File: config.mk
export PLATFORM = sky130hd
export DESIGN_NAME = move_to_target_motion_profile_unit
export DESIGN_NICKNAME = d
export VERILOG_FILES = /design/src/rtl/mtt_pkg.sv /design/src/rtl/move_to_target_motion_profile_unit.sv
export VERILOG_INCLUDE_DIRS = /design/src /design/src/rtl
export SDC_FILE = /design/constraint.sdc
export NUM_CORES = 2
export LEC_CHECK = 0
export ABC_AREA = 1
export BUFFER_PORTS_ARGS = -buffer_cell sky130_fd_sc_hd__buf_2
export CORE_ASPECT_RATIO = 2
export CORE_MARGIN = 2
export CORE_UTILIZATION = 65
export CTS_BUF_LIST = sky130_fd_sc_hd__clkbuf_2 sky130_fd_sc_hd__clkbuf_4 sky130_fd_sc_hd__clkbuf_8
export CTS_CLUSTER_SIZE = 8
export DETAILED_ROUTE_END_ITERATION = 10
export PLACE_DENSITY_LB_ADDON = 0.12
export SKIP_LAST_GASP = 1
export SYNTH_ARGS = -nofsm -noshare
export SYNTH_HDL_FRONTEND = slang
export SYNTH_SLANG_ARGS = --single-unit
File: constraint.sdc
create_clock -name aclk -period 22.5 [get_ports aclk]
set_input_delay 3.375 -clock aclk [delete_from_list [all_inputs] [get_ports aclk]]
set_output_delay 3.375 -clock aclk [all_outputs]
set_load 0.05 [all_outputs]
File: src/rtl/move_to_target_motion_profile_unit_defines.svh
// assertion macros for the move-to-target motion profile unit
`ifndef MOVE_TO_TARGET_MOTION_PROFILE_UNIT_DEFINES_SVH
`define MOVE_TO_TARGET_MOTION_PROFILE_UNIT_DEFINES_SVH

// same-cycle implication, disabled while reset is low
`define MTT_ASSERT_SAME(label, clk, rstn, ante, cons, msg) \
    label: assert property (@(posedge clk) disable iff (!(rstn)) (ante) |-> (cons)) \
        else $error(msg);

// next-cycle implication, disabled while reset is low
`define MTT_ASSERT_NEXT(label, clk, rstn, ante, cons, msg) \
    label: assert property (@(posedge clk) disable iff (!(rstn)) (ante) |=> (cons)) \
        else $error(msg);

`endif

File: src/rtl/mtt_pkg.sv
// shared constants and codes for the move-to-target motion profile unit
`timescale 1ns / 1ps
`default_nettype none
package mtt_pkg;

    localparam int COORD_BITS_DEF = 32;
    localparam int FRAC_BITS_DEF  = 16;
    localparam int SPEED_W        = 32;
    localparam int TS_W           = 16;
    localparam int TS_FRAC        = 16;
    localparam int CFG_ADDR_W     = 2;

    typedef enum logic [1:0] {
        CMD_TICK       = 2'd0,
        CMD_SET_TARGET = 2'd1,
        CMD_PLACE      = 2'd2,
        CMD_SET_RUN    = 2'd3
    } cmd_t;

    localparam logic [CFG_ADDR_W-1:0] REG_MAX_SPEED = 2'd0;
    localparam logic [CFG_ADDR_W-1:0] REG_ACCEL     = 2'd1;
    localparam logic [CFG_ADDR_W-1:0] REG_DECEL     = 2'd2;

endpackage
`default_nettype wire

File: src/rtl/move_to_target_motion_profile_unit.sv
// move-to-target motion profile unit: 3d point with trapezoidal speed profile
//
// input channel s_*: one command per transfer (tick, set target, place, set running)
// result channel m_*: exactly one result transfer per command, in command order
// config port: cfg_wr_en/cfg_addr/cfg_wr_data write max_speed (0), acceleration (1)
//   and deceleration (2); other indexes are ignored
// set target, place, set running and a tick while stopped go from the input transfer
//   to the done state and from there into the output register
// a running tick goes through one shared bit-serial multiplier, one bit-serial square
//   root and one restoring divider: it normalizes the axis distances, squares and sums
//   them, takes the root and shifts it back, snaps onto the target when close, else
//   runs the braking product and root (with deceleration only), the speed ramp (with
//   acceleration only), the travel product and, per axis, a multiply and a divide
// one command is in work at a time; s_ready is high only while no command is in work
// the result sits in an output register, so a new command is taken while a
//   finished result still waits for m_ready
// a stalled receiver holds the finished next result in the sequencer until the
//   output register frees up
// reset (aresetn low, synchronous) zeroes position, target, speed and running flag,
//   sets max_speed to 1.0 and clears acceleration and deceleration
`timescale 1ns / 1ps
`default_nettype none
`include "move_to_target_motion_profile_unit_defines.svh"
module move_to_target_motion_profile_unit
    import mtt_pkg::*;
#(
    parameter int COORD_BITS = COORD_BITS_DEF,
    parameter int FRAC_BITS  = FRAC_BITS_DEF
) (
    input  wire                          aclk,
    input  wire                          aresetn,
    input  wire                          s_valid,
    output logic                         s_ready,
    input  wire  [1:0]                   s_cmd,
    input  wire  signed [COORD_BITS-1:0] s_coord_x,
    input  wire  signed [COORD_BITS-1:0] s_coord_y,
    input  wire  signed [COORD_BITS-1:0] s_coord_z,
    input  wire  [TS_W-1:0]              s_time_step,
    input  wire                          s_run_flag,
    output logic                         m_valid,
    input  wire                          m_ready,
    output logic signed [COORD_BITS-1:0] m_pos_x,
    output logic signed [COORD_BITS-1:0] m_pos_y,
    output logic signed [COORD_BITS-1:0] m_pos_z,
    output logic [SPEED_W-1:0]           m_speed_now,
    output logic                         m_moving,
    output logic                         m_reached_end,
    input  wire                          cfg_wr_en,
    input  wire  [CFG_ADDR_W-1:0]        cfg_addr,
    input  wire  [SPEED_W-1:0]           cfg_wr_data
);

    localparam int CW    = COORD_BITS;
    localparam int LW    = COORD_BITS + 1;          // distance width
    localparam int MBW   = SPEED_W + 1;             // multiplier operand, one bit per cycle
    localparam int PRW   = LW + MBW;                // product / dividend width
    localparam int CNTW  = $clog2(PRW + 1);
    localparam int SHW   = $clog2(COORD_BITS + 1);
    localparam int CMPW  = (LW > SPEED_W) ? LW : SPEED_W;
    localparam int RTW   = 64;                      // square root radicand width
    localparam longint unsigned EPS_SET  = ((longint'(1) << FRAC_BITS) + 500) / 1000;
    localparam longint unsigned EPS_SNAP = ((longint'(2) << FRAC_BITS) + 500) / 1000;

    typedef enum logic [14:0] {
        ST_IDLE   = 15'b000000000000001,
        ST_NORM   = 15'b000000000000010,
        ST_SQR    = 15'b000000000000100,
        ST_ROOT   = 15'b000000000001000,
        ST_SHL    = 15'b000000000010000,
        ST_BRMUL  = 15'b000000000100000,
        ST_BRROOT = 15'b000000001000000,
        ST_SPEED  = 15'b000000010000000,
        ST_RAMP   = 15'b000000100000000,
        ST_TRAV   = 15'b000001000000000,
        ST_TRMUL  = 15'b000010000000000,
        ST_STEP   = 15'b000100000000000,
        ST_STMUL  = 15'b001000000000000,
        ST_STDIV  = 15'b010000000000000,
        ST_DONE   = 15'b100000000000000
    } state_t;

    state_t                 state_reg, state_next;
    logic                   running_reg, running_next;
    logic [SPEED_W-1:0]     cur_speed_reg, cur_speed_next;
    logic [SPEED_W-1:0]     max_speed_reg, max_speed_next;
    logic [SPEED_W-1:0]     accel_reg, accel_next;
    logic [SPEED_W-1:0]     decel_reg, decel_next;
    logic signed [CW-1:0]   pos_reg [3];
    logic signed [CW-1:0]   pos_next [3];
    logic signed [CW-1:0]   tgt_reg [3];
    logic signed [CW-1:0]   tgt_next [3];
    logic [CW-1:0]          mag_reg [3];
    logic [CW-1:0]          mag_next [3];
    logic [CW-1:0]          nm_reg [3];
    logic [CW-1:0]          nm_next [3];
    logic [2:0]             neg_reg, neg_next;
    logic [SHW-1:0]         shift_reg, shift_next;
    logic [1:0]             axis_reg, axis_next;
    logic [TS_W-1:0]        ts_reg, ts_next;
    logic [PRW-1:0]         ma_reg, ma_next;
    logic [MBW-1:0]         mb_reg, mb_next;
    logic [PRW-1:0]         acc_reg, acc_next;
    logic [CNTW-1:0]        cnt_reg, cnt_next;
    logic [RTW-1:0]         rn_reg, rn_next;
    logic [RTW-1:0]         rres_reg, rres_next;
    logic [RTW-1:0]         rbit_reg, rbit_next;
    logic [LW-1:0]          len_reg, len_next;
    logic [SPEED_W-1:0]     lim_reg, lim_next;
    logic [SPEED_W-1:0]     trav_reg, trav_next;
    logic [LW-1:0]          rem_reg, rem_next;
    logic                   reached_reg, reached_next;
    logic                   m_valid_reg, m_valid_next;
    logic signed [CW-1:0]   out_pos_reg [3];
    logic signed [CW-1:0]   out_pos_next [3];
    logic [SPEED_W-1:0]     out_speed_reg, out_speed_next;
    logic                   out_moving_reg, out_moving_next;
    logic                   out_reached_reg, out_reached_next;

    // datapath helpers
    logic signed [CW-1:0]   coord_in [3];
    logic signed [CW:0]     tdiff [3];
    logic signed [CW:0]     sdiff [3];
    logic [CW:0]            tmag [3];
    logic [CW:0]            smag [3];
    logic                   differs;
    logic                   need_norm;
    logic [PRW-1:0]         mul_acc;
    logic                   mul_last;
    logic [RTW-1:0]         rt_try;
    logic                   rt_ge;
    logic [RTW-1:0]         rt_res;
    logic [LW:0]            div_sh;
    logic                   div_ge;
    logic [PRW-1:0]         div_q;
    logic [CW-1:0]          step_q;
    logic [SPEED_W+1:0]     spd_new;
    logic [SPEED_W-1:0]     trav_raw;
    logic [SPEED_W-1:0]     brake;

    assign coord_in[0] = s_coord_x;
    assign coord_in[1] = s_coord_y;
    assign coord_in[2] = s_coord_z;

    // distances at the input transfer
    always_comb begin
        differs = 1'b0;
        for (int i = 0; i < 3; i++) begin
            tdiff[i] = {tgt_reg[i][CW-1], tgt_reg[i]} - {pos_reg[i][CW-1], pos_reg[i]};
            sdiff[i] = {tgt_reg[i][CW-1], tgt_reg[i]} - {coord_in[i][CW-1], coord_in[i]};
            tmag[i]  = tdiff[i][CW] ? (CW+1)'(-tdiff[i]) : (CW+1)'(tdiff[i]);
            smag[i]  = sdiff[i][CW] ? (CW+1)'(-sdiff[i]) : (CW+1)'(sdiff[i]);
            if (64'(smag[i]) > EPS_SET) begin
                differs = 1'b1;
            end
        end
        need_norm = ((nm_reg[0] >> 31) != '0) || ((nm_reg[1] >> 31) != '0) ||
                    ((nm_reg[2] >> 31) != '0);
    end

    // shared bit-serial multiply, square root and divide steps
    always_comb begin
        mul_acc  = mb_reg[0] ? acc_reg + ma_reg : acc_reg;
        mul_last = (cnt_reg == CNTW'(1));
        rt_try   = rres_reg + rbit_reg;
        rt_ge    = (rn_reg >= rt_try);
        rt_res   = rt_ge ? (rres_reg >> 1) + rbit_reg : (rres_reg >> 1);
        div_sh   = {rem_reg, acc_reg[PRW-1]};
        div_ge   = (div_sh >= (LW+1)'(len_reg));
        div_q    = {acc_reg[PRW-2:0], div_ge};
        step_q   = CW'(div_q);
        spd_new  = (SPEED_W+2)'(cur_speed_reg) + (SPEED_W+2)'(mul_acc >> TS_FRAC);
        trav_raw = SPEED_W'(mul_acc >> TS_FRAC);
        brake    = SPEED_W'(rt_res);
    end

    always_comb begin
        state_next       = state_reg;
        running_next     = running_reg;
        cur_speed_next   = cur_speed_reg;
        max_speed_next   = max_speed_reg;
        accel_next       = accel_reg;
        decel_next       = decel_reg;
        pos_next         = pos_reg;
        tgt_next         = tgt_reg;
        mag_next         = mag_reg;
        nm_next          = nm_reg;
        neg_next         = neg_reg;
        shift_next       = shift_reg;
        axis_next        = axis_reg;
        ts_next          = ts_reg;
        ma_next          = ma_reg;
        mb_next          = mb_reg;
        acc_next         = acc_reg;
        cnt_next         = cnt_reg;
        rn_next          = rn_reg;
        rres_next        = rres_reg;
        rbit_next        = rbit_reg;
        len_next         = len_reg;
        lim_next         = lim_reg;
        trav_next        = trav_reg;
        rem_next         = rem_reg;
        reached_next     = reached_reg;
        m_valid_next     = m_valid_reg && !m_ready;
        out_pos_next     = out_pos_reg;
        out_speed_next   = out_speed_reg;
        out_moving_next  = out_moving_reg;
        out_reached_next = out_reached_reg;

        if (cfg_wr_en) begin
            case (cfg_addr)
                REG_MAX_SPEED: max_speed_next = cfg_wr_data;
                REG_ACCEL:     accel_next = cfg_wr_data;
                REG_DECEL:     decel_next = cfg_wr_data;
                default: ;
            endcase
        end

        case (state_reg)
            ST_IDLE: begin
                if (s_valid) begin
                    ts_next      = s_time_step;
                    reached_next = 1'b0;
                    state_next   = ST_DONE;
                    case (cmd_t'(s_cmd))
                        CMD_TICK: begin
                            if (running_reg) begin
                                for (int i = 0; i < 3; i++) begin
                                    mag_next[i] = CW'(tmag[i]);
                                    nm_next[i]  = CW'(tmag[i]);
                                    neg_next[i] = tdiff[i][CW];
                                end
                                shift_next = '0;
                                state_next = ST_NORM;
                            end
                        end
                        CMD_SET_TARGET: begin
                            if (differs) begin
                                tgt_next     = coord_in;
                                running_next = 1'b1;
                            end
                        end
                        CMD_PLACE: begin
                            tgt_next     = coord_in;
                            pos_next     = coord_in;
                            running_next = 1'b0;
                        end
                        CMD_SET_RUN: running_next = s_run_flag;
                        default: ;
                    endcase
                end
            end
            ST_NORM: begin
                if (need_norm) begin
                    for (int i = 0; i < 3; i++) begin
                        nm_next[i] = nm_reg[i] >> 1;
                    end
                    shift_next = shift_reg + SHW'(1);
                end else begin
                    axis_next  = '0;
                    acc_next   = '0;
                    ma_next    = PRW'(nm_reg[0]);
                    mb_next    = MBW'(nm_reg[0]);
                    cnt_next   = CNTW'(MBW);
                    state_next = ST_SQR;
                end
            end
            ST_SQR, ST_BRMUL, ST_RAMP, ST_TRMUL, ST_STMUL: begin
                acc_next = mul_acc;
                ma_next  = ma_reg << 1;
                mb_next  = mb_reg >> 1;
                cnt_next = cnt_reg - CNTW'(1);
                if (mul_last) begin
                    case (state_reg)
                        ST_SQR: begin
                            if (axis_reg == 2'd2) begin
                                rn_next    = RTW'(mul_acc);
                                rres_next  = '0;
                                rbit_next  = RTW'(1) << (RTW - 2);
                                state_next = ST_ROOT;
                            end else begin
                                axis_next = axis_reg + 2'd1;
                                ma_next   = PRW'(nm_reg[axis_reg + 2'd1]);
                                mb_next   = MBW'(nm_reg[axis_reg + 2'd1]);
                                cnt_next  = CNTW'(MBW);
                            end
                        end
                        ST_BRMUL: begin
                            // product beyond 64 bits saturates
                            rn_next    = ((mul_acc >> RTW) != '0) ? '1 : RTW'(mul_acc);
                            rres_next  = '0;
                            rbit_next  = RTW'(1) << (RTW - 2);
                            state_next = ST_BRROOT;
                        end
                        ST_RAMP: begin
                            cur_speed_next = (spd_new > (SPEED_W+2)'(lim_reg)) ?
                                             lim_reg : SPEED_W'(spd_new);
                            state_next     = ST_TRAV;
                        end
                        ST_TRMUL: begin
                            trav_next  = (CMPW'(trav_raw) > CMPW'(len_reg)) ?
                                         SPEED_W'(len_reg) : trav_raw;
                            axis_next  = '0;
                            state_next = ST_STEP;
                        end
                        default: begin
                            rem_next   = '0;
                            cnt_next   = CNTW'(PRW);
                            state_next = ST_STDIV;
                        end
                    endcase
                end
            end
            ST_ROOT, ST_BRROOT: begin
                rres_next = rt_res;
                rbit_next = rbit_reg >> 2;
                if (rt_ge) begin
                    rn_next = rn_reg - rt_try;
                end
                if (rbit_reg[0]) begin
                    if (state_reg == ST_ROOT) begin
                        len_next   = LW'(rt_res);
                        state_next = ST_SHL;
                    end else begin
                        lim_next   = (brake < max_speed_reg) ? brake : max_speed_reg;
                        state_next = ST_SPEED;
                    end
                end
            end
            ST_SHL: begin
                if (shift_reg != '0) begin
                    len_next   = len_reg << 1;
                    shift_next = shift_reg - SHW'(1);
                end else if (64'(len_reg) <= EPS_SNAP) begin
                    // close enough: snap onto the target
                    pos_next     = tgt_reg;
                    running_next = 1'b0;
                    reached_next = 1'b1;
                    state_next   = ST_DONE;
                end else if (decel_reg != '0) begin
                    ma_next    = PRW'(len_reg);
                    mb_next    = {decel_reg, 1'b0};
                    acc_next   = '0;
                    cnt_next   = CNTW'(MBW);
                    state_next = ST_BRMUL;
                end else begin
                    lim_next   = max_speed_reg;
                    state_next = ST_SPEED;
                end
            end
            ST_SPEED: begin
                if (accel_reg != '0) begin
                    ma_next    = PRW'(accel_reg);
                    mb_next    = MBW'(ts_reg);
                    acc_next   = '0;
                    cnt_next   = CNTW'(MBW);
                    state_next = ST_RAMP;
                end else begin
                    cur_speed_next = lim_reg;
                    state_next     = ST_TRAV;
                end
            end
            ST_TRAV: begin
                ma_next    = PRW'(cur_speed_reg);
                mb_next    = MBW'(ts_reg);
                acc_next   = '0;
                cnt_next   = CNTW'(MBW);
                state_next = ST_TRMUL;
            end
            ST_STEP: begin
                ma_next    = PRW'(mag_reg[axis_reg]);
                mb_next    = MBW'(trav_reg);
                acc_next   = '0;
                cnt_next   = CNTW'(MBW);
                state_next = ST_STMUL;
            end
            ST_STDIV: begin
                rem_next = div_ge ? LW'(div_sh - (LW+1)'(len_reg)) : LW'(div_sh);
                acc_next = div_q;
                cnt_next = cnt_reg - CNTW'(1);
                if (mul_last) begin
                    pos_next[axis_reg] = neg_reg[axis_reg] ? pos_reg[axis_reg] - step_q :
                                         pos_reg[axis_reg] + step_q;
                    if (axis_reg == 2'd2) begin
                        state_next = ST_DONE;
                    end else begin
                        axis_next  = axis_reg + 2'd1;
                        state_next = ST_STEP;
                    end
                end
            end
            ST_DONE: begin
                // wait for the output register to free up
                if (!m_valid_reg || m_ready) begin
                    out_pos_next     = pos_reg;
                    out_speed_next   = cur_speed_reg;
                    out_moving_next  = running_reg;
                    out_reached_next = reached_reg;
                    m_valid_next     = 1'b1;
                    state_next       = ST_IDLE;
                end
            end
            default: state_next = ST_IDLE;
        endcase
    end

    always_ff @(posedge aclk) begin
        if (!aresetn) begin
            state_reg     <= ST_IDLE;
            running_reg   <= 1'b0;
            cur_speed_reg <= '0;
            max_speed_reg <= SPEED_W'(1) << FRAC_BITS;
            accel_reg     <= '0;
            decel_reg     <= '0;
            pos_reg       <= '{default: '0};
            tgt_reg       <= '{default: '0};
            m_valid_reg   <= 1'b0;
        end else begin
            state_reg     <= state_next;
            running_reg   <= running_next;
            cur_speed_reg <= cur_speed_next;
            max_speed_reg <= max_speed_next;
            accel_reg     <= accel_next;
            decel_reg     <= decel_next;
            pos_reg       <= pos_next;
            tgt_reg       <= tgt_next;
            m_valid_reg   <= m_valid_next;
        end
    end

    // payload registers, no reset
    always_ff @(posedge aclk) begin
        mag_reg         <= mag_next;
        nm_reg          <= nm_next;
        neg_reg         <= neg_next;
        shift_reg       <= shift_next;
        axis_reg        <= axis_next;
        ts_reg          <= ts_next;
        ma_reg          <= ma_next;
        mb_reg          <= mb_next;
        acc_reg         <= acc_next;
        cnt_reg         <= cnt_next;
        rn_reg          <= rn_next;
        rres_reg        <= rres_next;
        rbit_reg        <= rbit_next;
        len_reg         <= len_next;
        lim_reg         <= lim_next;
        trav_reg        <= trav_next;
        rem_reg         <= rem_next;
        reached_reg     <= reached_next;
        out_pos_reg     <= out_pos_next;
        out_speed_reg   <= out_speed_next;
        out_moving_reg  <= out_moving_next;
        out_reached_reg <= out_reached_next;
    end

    assign s_ready       = (state_reg == ST_IDLE);
    assign m_valid       = m_valid_reg;
    assign m_pos_x       = out_pos_reg[0];
    assign m_pos_y       = out_pos_reg[1];
    assign m_pos_z       = out_pos_reg[2];
    assign m_speed_now   = out_speed_reg;
    assign m_moving      = out_moving_reg;
    assign m_reached_end = out_reached_reg;

    // a snapped result always reports the point as stopped
    `MTT_ASSERT_SAME(a_reached_stops, aclk, aresetn, m_valid && m_reached_end, !m_moving, "reached_end with moving set")
    // one command in work at a time
    `MTT_ASSERT_NEXT(a_busy_after_take, aclk, aresetn, s_valid && s_ready, !s_ready, "ready right after a transfer")
    // finished result only leaves the sequencer into a free output register
    `MTT_ASSERT_NEXT(a_done_waits, aclk, aresetn, (state_reg == ST_DONE) && m_valid && !m_ready, state_reg == ST_DONE, "result dropped while output stalled")

endmodule
`default_nettype wire
==> flow_metrics.env, run 1 <==
export IMPL_flow_stopped_at="5_1_grt"
export IMPL_yosysTopAreaCellShare=0.266
export IMPL_start_util=0.655
export IMPL_synth_top_flop_cell="edfxtp_1"
export IMPL_rows=194
export IMPL_ctsRootBufferMaster="clkbuf_8"
export IMPL_first_global_vias=113000
export IMPL_status="aborted with a tool error"
export IMPL_ios=286
export IMPL_grtUsageTotal=0.761
export IMPL_hold_buffers=0
export IMPL_port_buffers=285
export IMPL_yosys_top_cells_area="edfxtp_1 (27%), nand2_1 (14%), ha_1 (8.1%), inv_1 (7.9%), dfxtp_1 (7.4%)"
export IMPL_place_gp_congestion=1.23
export IMPL_cts_made_buffers=179
export IMPL_dp_hpwl_um=350000
export IMPL_synth_most_common_cell="nand2_1"
export IMPL_synthXorXnorAreaFrac=0.0454
export IMPL_synth_fa_ha_area_frac=0.0838
export IMPL_synthCells=13100
export IMPL_synth_edf_count=812
export IMPL_error="[ERROR GRT-0116] Global routing finished with congestion. Check the congestion regions in the DRC Viewer."
export IMPL_cts_setup_buffers=0
export IMPL_synthArstFlopShare=0
export IMPL_ys_seq_elements=1149
export IMPL_synthMuxAreaShare=0
export IMPL_post_cts_resized=0
export IMPL_syn_area_per_cell_um2=6.99
export IMPL_yosysSeqAreaShare=0.340
export IMPL_cts_buffer_depth=4
export IMPL_yosys_warnings=0
export IMPL_synth_compound_area_frac=0.172
export IMPL_overflow=2322
export IMPL_synth_nets=13900
export IMPL_place_ws_ps=12300
export IMPL_synthTopCellsByCount="nand2_1 (3397), inv_1 (1920), nor2_1 (1191)"
export IMPL_die_w_um=269
export IMPL_fp_dieH_um=535
export IMPL_netlist_area_um2=91600
export IMPL_grt_pass1_wl_um=844000
export IMPL_synth_top_area_cell="edfxtp_1"
export IMPL_yosys_area_share_simple=0.260
export IMPL_yosysUniqueCellTypes=70
export IMPL_h_tree_depth=4
export IMPL_synth_top_family_by_area="simple AND/OR/NAND/NOR gates"
export IMPL_grt_max_degree=134
export IMPL_clock_sinks=1149
-- per-layer routing --
layer | GRT overflow | GRT usage
met4 | 665 | 0.873
met2 | 1581 | 0.991
met3 | 44 | 0.555
met5 | 7 | 0.202
met1 | 25 | 0.702
-- metrics by stage --
stage                     instances  instance area, µm²  hold slack (ps)
after floorplan               13100               91600              400
after global placement        15000               95100              403
after detailed placement      15000               95100              416
after CTS                     15300               98500              410
-- logic make-up after synthesis --
logic type / count (synthesis)
simple gates: 5750
compound gates: 2738
buf+inv: 2375
flops: 1149
fa+ha+maj: 606
xor+xnor: 475
==> inputs of run 2 (changes only) <==
CORE_ASPECT_RATIO = unset   (was 2)
CORE_UTILIZATION = 40   (was 65)
CTS_BUF_LIST = unset   (was sky130_fd_sc_hd__clkbuf_2 sky130_fd_sc_hd__clkbuf_4 sky130_fd_sc_hd__clkbuf_8)
CTS_CLUSTER_SIZE = unset   (was 8)
PLACE_DENSITY_LB_ADDON = 0.15   (was 0.12)
==> run 2 against run 1 <==
Synthesized area is the same. The flow now finishes, with violations (capacitance limit, slew limit). Synthesized cell count did not move.
==> flow_metrics.env, run 2 <==
export IMPL_yosys_top_cells_area="edfxtp_1 (27%), nand2_1 (14%), ha_1 (8.1%), inv_1 (7.9%), dfxtp_1 (7.4%)"
export IMPL_maxCapViolCount=1
export IMPL_hold_depth=0
export IMPL_fin_crit_sh=0.528
export IMPL_port_buffers=285
export IMPL_worstHoldStart="reached_reg"
export IMPL_clock_sinks=1149
export IMPL_vdd_drop_max_mv=0.175
export IMPL_mostFrequentLayoutCell="nand2_1"
export IMPL_post_cts_resized=0
export IMPL_violations="capacitance limit, slew limit"
export IMPL_fmax_ghz=0.0841
export IMPL_max_slew_margin=-0.0829
export IMPL_post_dp_cell_area_um2=96600
export IMPL_path_common_cell="nand2_1"
export IMPL_hold_path_endpoint="m_reached_end"
export IMPL_syn_area_per_cell_um2=6.99
export IMPL_synthCells=13100
export IMPL_synth_top_flop_cell="edfxtp_1"
export IMPL_hold_path_class="flop to flop"
export IMPL_grt_max_degree=77
export IMPL_fin_tns_setup_ps=0
export IMPL_grt_pass1_wl_um=623000
export IMPL_synth_edf_count=812
export IMPL_rows=175
export IMPL_yosysUniqueCellTypes=70
export IMPL_synth_nets=13900
export IMPL_wire_per_inst_um=26.7
export IMPL_ctsRootBufferMaster="clkbuf_16"
export IMPL_end_kind="flop"
export IMPL_start_util=0.402
export IMPL_area_delta_synth_final_pct=11.0
export IMPL_ios=286
export IMPL_clkLatencyLatePin_ps=850
export IMPL_clk_pin_slew_worst_paths_ps=60
export IMPL_final_area_um2=102000
export IMPL_first_global_vias=90100
export IMPL_fill_cells=23500
export IMPL_ys_seq_elements=1149
export IMPL_slowest_delay_ps=1340
export IMPL_tightest_slew_ps=1620
export IMPL_cts_made_buffers=146
export IMPL_drive_above_1_share=0.0653
export IMPL_fp_dieH_um=482
export IMPL_netlist_area_um2=91600
export IMPL_hold_buffers=0
export IMPL_antenna_found_initial=30
export IMPL_skew_ps=66.3
export IMPL_yosys_warnings=0
export IMPL_die_area_um2=233000
export IMPL_placed_cells=16200
export IMPL_synthArstFlopShare=0
export IMPL_die_w_um=482
export IMPL_drc=0
export IMPL_yosysSeqAreaShare=0.340
export IMPL_cts_tree="done"
export IMPL_viasPerCell=5.71
export IMPL_synth_top_area_cell="edfxtp_1"
export IMPL_cp_start_kind="flop"
export IMPL_rsz0062_at_grt="no"
export IMPL_drtPass1Iterations=8
export IMPL_setup_ws_ps=10620
export IMPL_fin_nets=14100
export IMPL_core_um2=227000
export IMPL_min_period_ps=11880
export IMPL_rr_worst_depth=37
export IMPL_p_per_area_nw_per_um2=163
export IMPL_rr_endpoint="lim_reg[24]"
export IMPL_synthTopCellsByCount="nand2_1 (3397), inv_1 (1920), nor2_1 (1191)"
export IMPL_rrSetupSlack_ps=10620
export IMPL_finalHoldViolations=0
export IMPL_whs_ps=436
export IMPL_instances_no_fill=16400
export IMPL_cts_buffer_depth=3
export IMPL_drt_iter0_markers=9703
export IMPL_cts_setup_buffers=0
export IMPL_cp_arrival_ps=12580
export IMPL_layout_common_cells="nand2_1 (3390), inv_1 (1912), nor2_1 (1175)"
export IMPL_place_gp_congestion=1.04
export IMPL_status="complete, but fails checks"
export IMPL_timing_rr_start="rres_reg[2]"
export IMPL_ant_nets=0
export IMPL_cpMaxStageDelayCell="nand2_1"
export IMPL_grtUsageTotal=0.367
export IMPL_drt_total_wl_um=440000
export IMPL_place_ws_ps=10680
export IMPL_setup_viol=0
export IMPL_yosysTopAreaCellShare=0.266
export IMPL_h_tree_depth=4
export IMPL_critical_path_required_ps=23200
export IMPL_dp_hpwl_um=353000
export IMPL_synth_most_common_cell="nand2_1"
export IMPL_cellLeakagePower_nw=46.2
export IMPL_overflow=0
export IMPL_vias=93900
export IMPL_crit_fanout=33
export IMPL_critical_path_class="flop to flop"
export IMPL_slew_violations=4
==> run 2: cell counts after synthesis <==
No cell type changed its count.
==> run 2: cell type report <==
cell class,count,area (µm²),area share
Multi-Input combinational cell,9569,51700,0.508
Clock inverter,71,970,0.00954
Sequential cell,1149,31100,0.306
Antenna cell,14,35.0,0.000345
Clock buffer,200,4030,0.0396
Inverter,1978,7430,0.0731
Tap cell,3009,3760,0.0370
Timing Repair Buffer,446,2640,0.0260
==> run 2: cell families after synthesis <==
family	share of synthesized area
and+or+nand+nor	0.260
xor gates and xnor gates	0.0454
adders and majority gates	0.0838
DFF	0.340
buffers and inverters	0.0989
AOI/OAI and AO/OA	0.172
==> run 2: worst max path at each step <==
stage | from | slack, ps | to | cells past startpoint
after floorplan | m_ready | 13080 | m_moving | 2
after global placement | rres_reg[2] | 10660 | lim_reg[24] | 37
after detailed placement | rres_reg[2] | 10680 | lim_reg[24] | 37
after CTS | rres_reg[2] | 10600 | lim_reg[24] | 37
after global routing | rres_reg[2] | 9950 | lim_reg[24] | 37
final | rres_reg[2] | 10620 | lim_reg[24] | 37
==> run 2: power by group <==
| part | switching [W] | internal [W] |
|---|---|---|
| Combinational | 0.00771 | 0.00278 |
| Sequential | 0.000428 | 0.00321 |
| Clock | 0.00107 | 0.00142 |
==> run 2: worst max-delay path, delay by kind of cell, from the launching register on <==
family	cells	cell delay, ps
AOI/OAI and AO/OA	13	3410
buffers and inverters	3	850
and+or+nand+nor	16	4890
adders and majority gates	3	1090
xor gates and xnor gates	2	970
DFF	1	460
==> run 2: through the flow <==
stage | util | power (W)
6_report | 0.447 | 0.0166
2_1_floorplan | - | 0.00968
4_1_cts | 0.447 | 0.0164
3_5_place_dp | 0.425 | 0.0139
5_1_grt | 0.447 | 0.0175
3_3_place_gp | 0.425 | 0.0139
==> run 2: layer usage <==
metal / up-vias / wire length [µm] / track usage
met5: - / 132 / 0
met4: 20 / 33100 / 0.233
met3: 942 / 34800 / 0.0688
li1: 44200 / - / -
met2: 4138 / 198000 / 0.593
met1: 44600 / 174000 / 0.450
(Power assumes the default switching activity.)
